[config.mk]
export PLATFORM = sky130hd
export DESIGN_NAME = texture_container_stream_parser
export DESIGN_NICKNAME = d
export VERILOG_FILES = /design/src/rtl/tcsp_pkg.sv /design/src/rtl/texture_container_stream_parser.sv
export SDC_FILE = /design/constraint.sdc
export NUM_CORES = 2
export LEC_CHECK = 0
export ABC_AREA = 1
export BUFFER_PORTS_ARGS = -buffer_cell sky130_fd_sc_hd__buf_2
export CAP_MARGIN = 20
export CORE_MARGIN = 2
export CORE_UTILIZATION = 38
export DETAILED_ROUTE_END_ITERATION = 8
export GPL_TIMING_DRIVEN = 0
export PLACE_DENSITY = 0.5
export SLEW_MARGIN = 20
export SYNTH_ARGS = -nofsm -noshare
export SYNTH_HDL_FRONTEND = slang
export SYNTH_SLANG_ARGS = --single-unit
[constraint.sdc]
create_clock -name clk -period 13.9 [get_ports clk]
set_input_delay 0.695 -clock clk [delete_from_list [all_inputs] [get_ports clk]]
set_output_delay 0.695 -clock clk [all_outputs]
set_load 0.01 [all_outputs]
[src/rtl/tcsp_pkg.sv]
`default_nettype none

package tcsp_pkg;

  // Header layout of the container.
  localparam logic [4:0] HDR_BASE_LEN = 5'd18;
  localparam logic [4:0] HDR_EXT_LEN  = 5'd19;
  localparam logic [4:0] POS_SAT      = 5'd19;
  localparam logic [4:0] MAGIC_LEN    = 5'd5;
  localparam logic [4:0] POS_VERSION  = 5'd5;
  localparam logic [4:0] POS_WIDTH_END  = 5'd10;
  localparam logic [4:0] POS_HEIGHT_END = 5'd14;
  localparam logic [4:0] POS_GRID_W_END = 5'd16;

  localparam logic [7:0] VERSION_1 = 8'd1;
  localparam logic [7:0] VERSION_2 = 8'd2;

  // Compressed blocks are 4x4 texels of 16 bytes each.
  localparam int unsigned BLOCK_SHIFT = 4;
  localparam int unsigned LVL_LIMIT   = 32;

  // Output word layout.
  localparam int unsigned OUT_DATA_W = 128;
  localparam int unsigned OUT_USER_W = 2;

  // Final status codes.
  typedef enum logic [1:0] {
    ST_OK          = 2'd0,
    ST_CORRUPT     = 2'd1,
    ST_BAD_MAGIC   = 2'd2,
    ST_BAD_VERSION = 2'd3
  } status_t;

  // Expected magic bytes "CDBC7".
  function automatic logic [7:0] magic_byte(input logic [2:0] idx);
    logic [7:0] val;
    case (idx)
      3'd0:    val = 8'h43;
      3'd1:    val = 8'h44;
      3'd2:    val = 8'h42;
      3'd3:    val = 8'h43;
      3'd4:    val = 8'h37;
      default: val = 8'h00;
    endcase
    return val;
  endfunction

endpackage

`default_nettype wire

[src/rtl/texture_container_stream_parser.sv]
// Channel | Ports                     | Word contents (lowest bit first)
// input   | in_tvalid/tready/tdata    | tdata: in_byte[7:0]; tlast: in_last
// output  | out_tvalid/tready/tdata   | tdata: payload_byte, mip_level, status,
//         |                           |   image_width, image_height, grid_width,
//         |                           |   grid_height, mip_total, zero fill
//         |                           | tuser: payload_valid, mip_end; tlast: done_res
//
// One input word is accepted per cycle while in_tready is high; its result word is
// registered in the output buffer. The size of the next mip comes from a two-stage
// block-count multiply that runs ahead of the byte stream, so mip changes do not
// stall input. A two-entry output buffer lets input keep flowing while a result
// waits; in_tready drops only when both entries are full. The synchronous
// active-low reset clears all parser state and empties the output buffer.
`default_nettype none

module texture_container_stream_parser
  import tcsp_pkg::*;
(
  input  wire logic                  clk,
  input  wire logic                  rst_n,
  input  wire logic                  in_tvalid,
  output logic                       in_tready,
  input  wire logic [7:0]            in_tdata,   // in_byte
  input  wire logic                  in_tlast,   // in_last
  output logic                       out_tvalid,
  input  wire logic                  out_tready,
  // payload_byte, mip_level, status, image_width, image_height,
  // grid_width, grid_height, mip_total, then zero fill
  output logic [OUT_DATA_W-1:0]      out_tdata,
  output logic [OUT_USER_W-1:0]      out_tuser,  // payload_valid, mip_end
  output logic                       out_tlast   // done_res
);

  // Parser state.
  logic [4:0]  pos_r, pos_upd, pos_nxt;
  logic        magic_bad_r, magic_bad_upd, magic_bad_nxt;
  logic [7:0]  version_r, version_upd, version_nxt;
  logic [31:0] width_r, width_upd, width_nxt;
  logic [31:0] height_r, height_upd, height_nxt;
  logic [15:0] grid_w_r, grid_w_upd, grid_w_nxt;
  logic [15:0] grid_h_r, grid_h_upd, grid_h_nxt;
  logic [7:0]  mip_total_r, mip_total_upd, mip_total_nxt;
  logic [7:0]  cur_mip_r, cur_mip_upd, cur_mip_nxt;
  logic [63:0] left_r, left_upd, left_nxt;
  logic        complete_r, complete_upd, complete_nxt;

  // Mip size pipeline.
  logic [7:0]  size_lvl;
  logic [30:0] blk_w_r, blk_h_r;
  logic [61:0] prod_r;
  logic [63:0] mip_size;

  // Per-word result.
  logic [4:0]  hdr_len;
  logic        hdr_ok;
  logic [1:0]  lane;
  logic [63:0] left_cur;
  logic [63:0] left_dec;
  logic        res_pv;
  logic [7:0]  res_pb;
  logic [7:0]  res_ml;
  logic        res_me;
  status_t     res_st;
  logic [OUT_DATA_W-1:0] res_data;

  // Output buffer.
  logic                  push, pop;
  logic                  out_valid_r, skid_valid_r;
  logic [OUT_DATA_W-1:0] out_data_r, skid_data_r;
  logic [OUT_USER_W-1:0] out_user_r, skid_user_r;
  logic                  out_last_r, skid_last_r;

  // Block count along one axis for a given mip level.
  function automatic logic [30:0] blocks_along(input logic [31:0] dim,
                                               input logic [7:0]  lvl);
    logic [31:0] m;
    logic [32:0] sum;
    if (lvl >= 8'(LVL_LIMIT)) begin
      m = 32'd1;
    end else begin
      m = dim >> lvl[4:0];
    end
    if (m == 32'd0) begin
      m = 32'd1;
    end
    sum = {1'b0, m} + 33'd3;
    return sum[32:2];
  endfunction

  // The pipeline works on the current mip until it is loaded, then on the next
  // one, so the size is ready when the current mip ends.
  assign size_lvl = (left_r == 64'd0) ? cur_mip_r : 8'(cur_mip_r + 8'd1);

  always_ff @(posedge clk) begin
    blk_w_r <= blocks_along(width_r, size_lvl);
    blk_h_r <= blocks_along(height_r, size_lvl);
    prod_r  <= 62'(blk_w_r) * 62'(blk_h_r);
  end

  // Saturate at 2^64-1 when the byte count no longer fits.
  assign mip_size = (prod_r[61:60] != 2'b00) ? {64{1'b1}} :
                    {prod_r[59:0], {BLOCK_SHIFT{1'b0}}};

  assign hdr_len = (version_r == VERSION_2) ? HDR_EXT_LEN : HDR_BASE_LEN;
  assign hdr_ok  = !magic_bad_r && (version_r == VERSION_1 || version_r == VERSION_2) &&
                   grid_w_r != 16'd0 && grid_h_r != 16'd0 && mip_total_r != 8'd0;
  assign lane     = 2'(pos_r[1:0] - 2'd2);
  assign left_cur = (left_r == 64'd0) ? mip_size : left_r;
  assign left_dec = left_cur - 64'd1;

  // Header capture and payload tracking for one byte.
  always_comb begin
    pos_upd       = (pos_r < POS_SAT) ? 5'(pos_r + 5'd1) : pos_r;
    magic_bad_upd = magic_bad_r;
    version_upd   = version_r;
    width_upd     = width_r;
    height_upd    = height_r;
    grid_w_upd    = grid_w_r;
    grid_h_upd    = grid_h_r;
    mip_total_upd = mip_total_r;
    cur_mip_upd   = cur_mip_r;
    left_upd      = left_r;
    complete_upd  = complete_r;
    res_pv        = 1'b0;
    res_pb        = 8'd0;
    res_ml        = 8'd0;
    res_me        = 1'b0;
    if (pos_r < MAGIC_LEN) begin
      if (in_tdata != magic_byte(pos_r[2:0])) begin
        magic_bad_upd = 1'b1;
      end
    end else if (pos_r == POS_VERSION) begin
      version_upd   = in_tdata;
      mip_total_upd = (in_tdata == VERSION_1) ? 8'd1 : 8'd0;
    end else if (pos_r < POS_WIDTH_END) begin
      width_upd[{lane, 3'b000} +: 8] = width_r[{lane, 3'b000} +: 8] | in_tdata;
    end else if (pos_r < POS_HEIGHT_END) begin
      height_upd[{lane, 3'b000} +: 8] = height_r[{lane, 3'b000} +: 8] | in_tdata;
    end else if (pos_r < POS_GRID_W_END) begin
      grid_w_upd[{pos_r[0], 3'b000} +: 8] = grid_w_r[{pos_r[0], 3'b000} +: 8] | in_tdata;
    end else if (pos_r < HDR_BASE_LEN) begin
      grid_h_upd[{pos_r[0], 3'b000} +: 8] = grid_h_r[{pos_r[0], 3'b000} +: 8] | in_tdata;
    end else if (pos_r < hdr_len) begin
      mip_total_upd = in_tdata;
    end else if (hdr_ok && !complete_r) begin
      res_pv   = 1'b1;
      res_pb   = in_tdata;
      res_ml   = cur_mip_r;
      left_upd = left_dec;
      if (left_dec == 64'd0) begin
        res_me      = 1'b1;
        cur_mip_upd = 8'(cur_mip_r + 8'd1);
        if (8'(cur_mip_r + 8'd1) == mip_total_r) begin
          complete_upd = 1'b1;
        end
      end
    end
  end

  // Final status, checked in file order.
  always_comb begin
    res_st = ST_OK;
    if (in_tlast) begin
      if (pos_upd < HDR_BASE_LEN) begin
        res_st = ST_CORRUPT;
      end else if (magic_bad_upd) begin
        res_st = ST_BAD_MAGIC;
      end else if (version_upd != VERSION_1 && version_upd != VERSION_2) begin
        res_st = ST_BAD_VERSION;
      end else if (grid_w_upd == 16'd0 || grid_h_upd == 16'd0) begin
        res_st = ST_CORRUPT;
      end else if (version_upd == VERSION_2 &&
                   (pos_upd < HDR_EXT_LEN || mip_total_upd == 8'd0)) begin
        res_st = ST_CORRUPT;
      end else if (!complete_upd) begin
        res_st = ST_CORRUPT;
      end else begin
        res_st = ST_OK;
      end
    end
  end

  assign res_data = {6'd0, mip_total_upd, grid_h_upd, grid_w_upd, height_upd,
                     width_upd, res_st, res_ml, res_pb};

  // A last byte returns the parser to its reset state for the next file.
  always_comb begin
    pos_nxt       = pos_upd;
    magic_bad_nxt = magic_bad_upd;
    version_nxt   = version_upd;
    width_nxt     = width_upd;
    height_nxt    = height_upd;
    grid_w_nxt    = grid_w_upd;
    grid_h_nxt    = grid_h_upd;
    mip_total_nxt = mip_total_upd;
    cur_mip_nxt   = cur_mip_upd;
    left_nxt      = left_upd;
    complete_nxt  = complete_upd;
    if (in_tlast) begin
      pos_nxt       = 5'd0;
      magic_bad_nxt = 1'b0;
      version_nxt   = 8'd0;
      width_nxt     = 32'd0;
      height_nxt    = 32'd0;
      grid_w_nxt    = 16'd0;
      grid_h_nxt    = 16'd0;
      mip_total_nxt = 8'd0;
      cur_mip_nxt   = 8'd0;
      left_nxt      = 64'd0;
      complete_nxt  = 1'b0;
    end
  end

  assign in_tready = !skid_valid_r;
  assign push      = in_tvalid && in_tready;
  assign pop       = out_valid_r && out_tready;

  // Parser state advances on each accepted word.
  always_ff @(posedge clk) begin
    if (!rst_n) begin
      pos_r       <= 5'd0;
      magic_bad_r <= 1'b0;
      version_r   <= 8'd0;
      width_r     <= 32'd0;
      height_r    <= 32'd0;
      grid_w_r    <= 16'd0;
      grid_h_r    <= 16'd0;
      mip_total_r <= 8'd0;
      cur_mip_r   <= 8'd0;
      left_r      <= 64'd0;
      complete_r  <= 1'b0;
    end else if (push) begin
      pos_r       <= pos_nxt;
      magic_bad_r <= magic_bad_nxt;
      version_r   <= version_nxt;
      width_r     <= width_nxt;
      height_r    <= height_nxt;
      grid_w_r    <= grid_w_nxt;
      grid_h_r    <= grid_h_nxt;
      mip_total_r <= mip_total_nxt;
      cur_mip_r   <= cur_mip_nxt;
      left_r      <= left_nxt;
      complete_r  <= complete_nxt;
    end
  end

  // Output valid flags of the two-entry buffer.
  always_ff @(posedge clk) begin
    if (!rst_n) begin
      out_valid_r  <= 1'b0;
      skid_valid_r <= 1'b0;
    end else if (skid_valid_r) begin
      if (pop) begin
        skid_valid_r <= 1'b0;
      end
    end else if (push) begin
      if (out_valid_r && !pop) begin
        skid_valid_r <= 1'b1;
      end else begin
        out_valid_r <= 1'b1;
      end
    end else if (pop) begin
      out_valid_r <= 1'b0;
    end
  end

  // Output buffer payload.
  always_ff @(posedge clk) begin
    if (skid_valid_r) begin
      if (pop) begin
        out_data_r <= skid_data_r;
        out_user_r <= skid_user_r;
        out_last_r <= skid_last_r;
      end
    end else if (push) begin
      if (out_valid_r && !pop) begin
        skid_data_r <= res_data;
        skid_user_r <= {res_me, res_pv};
        skid_last_r <= in_tlast;
      end else begin
        out_data_r <= res_data;
        out_user_r <= {res_me, res_pv};
        out_last_r <= in_tlast;
      end
    end
  end

  assign out_tvalid = out_valid_r;
  assign out_tdata  = out_data_r;
  assign out_tuser  = out_user_r;
  assign out_tlast  = out_last_r;

endmodule

`default_nettype wire

==> flow_summary_export.csv <==
group,metric,value,unit
timing,skew,33.46,ps
route,vias,55691,
place,routabilityCongestion,1.026,
synthesis,synth_top_area_share,26.98,%
floorplanning,start_util,38.19,%
critical_path,r2r_end,"prod_r[57]",
clock_tree,clock_latency,690,ps
worst_hold_path,min-delay-path-class,"in2reg",
worst_hold_path,whs_endpoint,"skid_last_r",
route,drc,0,
route,totalWireLength,260.7,mm
synthesis,async_flop_share,0,%
layout,drive_gt1_share,5.786,%
floorplanning,core-area,0.1626,mm2
critical_path,slowest_stage,"clkbuf_1",
global_route,grt_max_degree,72,
clock_tree,cts_root_buf,"clkbuf_16",
outcome,status,"completed",
global_route,first_global_vias,55986,
layout,nets,9564,
timing,tightest_slew,1290,ps
timing,setup_viol,0,
synthesis,ys_seq_area_share,22.31,%
synthesis,synth_edf_count,250,
layout,fin_util,41.93,%
route,ant_nets,0,
worst_hold_path,min-delay-start,"in_tlast",
synthesis,synth_cell_types,66,
synthesis,syn_inst,8227,
critical_path,worst_ep_arrival_time,9830,ps
critical_path,critPathKind,"reg2reg",
synthesis,ys_seq_elements,567,
critical_path,r2r-start,"blk_w_r[11]",
route,dr.pass1.iters,6,
critical_path,critPathBufInv,8,
timing,min_period,9305,ps
floorplanning,io_pins,146,
critical_path,end_kind,"flop",
place,numPortBuffers,138,
clock_tree,cts.path.max_buffers,3,
critical_path,path_max_fanout,10,
synthesis,syn_area,0.06210,mm2
global_route,gr-total-overflow,0,
clock_tree,ctsResizeCount,0,
clock_tree,numCtsBuffers,69,
global_route,grt_pass1_wl,375.3,mm
timing,slew_headroom,14.00,%
timing,slew_viol_final,0,
synthesis,synth.avg_cell_area,7.548,um2
route,post_drt_wl_per_cell,24.41,um
clock_tree,clk_pin_slew_worst_paths,60,ps
critical_path,critPathMostFrequentCell,"fa_1",
synthesis,yosys.area.top_type,"fa_1",
critical_path,slowest_delay,960,ps
clock_tree,cts.sinks,567,
route,drtIter0Drc,5060,
clock_tree,cts_setup_buffers,0,
timing,fin_crit_sh,66.94,%
floorplanning,die-area,0.1667,mm2
timing,fin_setup_tns,0,ps
job,cap_viol_max_count,0,
route,viasPerCell,5.215,
critical_path,r2r_cells,32,
timing,rsz0062_at_grt,"false",
synthesis,yosys_warnings,0,
layout,syn2layout_area_growth,9.780,%
floorplanning,die_w,408.2,um
floorplanning,num_rows,148,
critical_path,critPathLaunchType,"flop",
synthesis,yosys-top-cells-area,"fa_1 27%, nand2_1 16%, edfxtp_1 12%",
global_route,antenna_found_initial,10,
clock_tree,cts_tree,"done",
critical_path,rrSetupSlack,4600,ps
critical_path,critical_path_required,14430,ps
timing,hold_viol,0,
clock_tree,cts_hold_buf,0,
clock_tree,cts_max_level,3,
synthesis,synth.most_common_cell,"nand2_1",
timing,fmax,107.5,MHz
synthesis,synthTopCellsByCount,"2593 x nand2_1, 1574 x inv_1, 837 x fa_1",
global_route,gr-usage-all-layers,30.90,%
worst_hold_path,hold_depth,1,
layout,nFillCells,17303,
critical_path,crit_family,"adder cells",
place,hpwl,216.3,mm
synthesis,ys.flop_type,"dfxtp_1",
floorplanning,die_y,408.2,um
==> per-stage QoR <==
stage / worst slack (ps) / std cells / hold WS (ps) / cell area (um2)
after floorplan: 6866 / 8232 / 439.0 / 62120
final: 4595 / 10680 / 264.6 / 68170
after global placement: 3530 / 10545 / 454.1 / 65530
after CTS: 4779 / 10678 / 225.1 / 68160
after global routing: 4316 / 10678 / 235.0 / 68170
after detailed placement: 4811 / 10551 / 455.6 / 65710
==> worst register-to-register path: cells and delay by family (launching register included) <==
kind | cells | cell delay [ps]
buffers and inverters | 8 | 1470
AOI/OAI and AO/OA | 6 | 1240
DFF | 1 | 760
xor gates and xnor gates | 1 | 360
adders and majority gates | 9 | 4500
and+or+nand+nor | 8 | 810
==> routing by layer <==
| layer | track usage (%) | part of all wire [%] |
|---|---|---|
| met5 | 0 | 0 |
| met4 | 13.15 | 4.9 |
| met3 | 5.248 | 7.8 |
| met2 | 49.73 | 46 |
| met1 | 41.03 | 42 |
==> worst max path at each step <==
stage                     slack [ps]  cells after the start   startpoint       endpoint
final                           4600                     32  blk_w_r[11]     prod_r[57]
after global placement          3530                      5    in_tvalid  out_tdata[72]
after detailed placement        4810                     32  blk_w_r[11]     prod_r[57]
after floorplan                 6870                     30  blk_w_r[16]     prod_r[61]
after global routing            4320                     32   blk_w_r[9]     prod_r[57]
after CTS                       4780                     32  blk_w_r[11]     prod_r[57]
==> cell usage in the layout (no fill, tap or decap), types with 18 or more instances in the layout <==
cell type | synthesis | layout
a211oi_1 | 35 | 35
a21oi_1 | 262 | 262
a31oi_1 | 20 | 20
buf_2 | 28 | 166
buf_4 | 24 | 24
buf_6 | 22 | 22
clkbuf_1 | 301 | 295
clkbuf_16 | 0 | 69
dfxtp_1 | 317 | 317
edfxtp_1 | 250 | 250
fa_1 | 837 | 837
ha_1 | 267 | 267
inv_1 | 1574 | 1573
inv_2 | 18 | 18
nand2_1 | 2593 | 2593
nand3_1 | 262 | 262
nand3b_1 | 35 | 35
nand4_1 | 50 | 50
nor2_1 | 551 | 550
nor2_2 | 32 | 32
nor3_1 | 34 | 31
nor4_1 | 41 | 41
o211ai_1 | 28 | 28
o21ai_0 | 250 | 250
o21ai_1 | 59 | 59
o22ai_1 | 44 | 44
or2_2 | 32 | 32
xnor2_1 | 33 | 33
xor2_1 | 93 | 93
==> final cells by class <==
| type | instances | area (um2) | share of cell area (%) |
|---|---|---|---|
| antenna | 2 | 5.005 | 0.007342 |
| buffer | 388 | 1767 | 2.592 |
| clock buffer | 82 | 1805 | 2.648 |
| clock inverter | 45 | 639.4 | 0.9379 |
| inverter | 1600 | 6022 | 8.834 |
| multi-input combinational | 5677 | 40520 | 59.45 |
| sequential | 567 | 13850 | 20.32 |
| tap | 2175 | 2721 | 3.992 |
| timing repair buffer | 144 | 833.3 | 1.222 |
==> sequential cells by signal, indices dropped and copies added, names as in the netlist, 8 cells and up <==
name         cells
version_r        8
width_r         32
prod_r          62
blk_h_r         31
blk_w_r         31
left_r          64
skid_data_r    122
out_tdata      122
grid_w_r        16
cur_mip_r        8
mip_total_r      8
height_r        32
grid_h_r        16
==> logic make-up (layout without fill, tap and decap cells) <==
| family | Yosys count | count (layout) | share of synthesized area, % |
|---|---|---|---|
| xor gates and xnor gates | 127 | 127 | 1.803 |
| and+or+nand+nor | 3683 | 3683 | 24.17 |
| adders and majority gates | 1104 | 1104 | 32.36 |
| muxes | 5 | 5 | 0.08060 |
| DFF | 567 | 567 | 22.31 |
| buffers and inverters | 1988 | 2259 | 12.50 |
| other | 1 | 8 | 0.006039 |
| AOI/OAI and AO/OA | 752 | 752 | 6.764 |
Power is left out: the tool's default activity adds up to more than one toggle a clock period on the data nets, which glitch-free logic cannot reach.
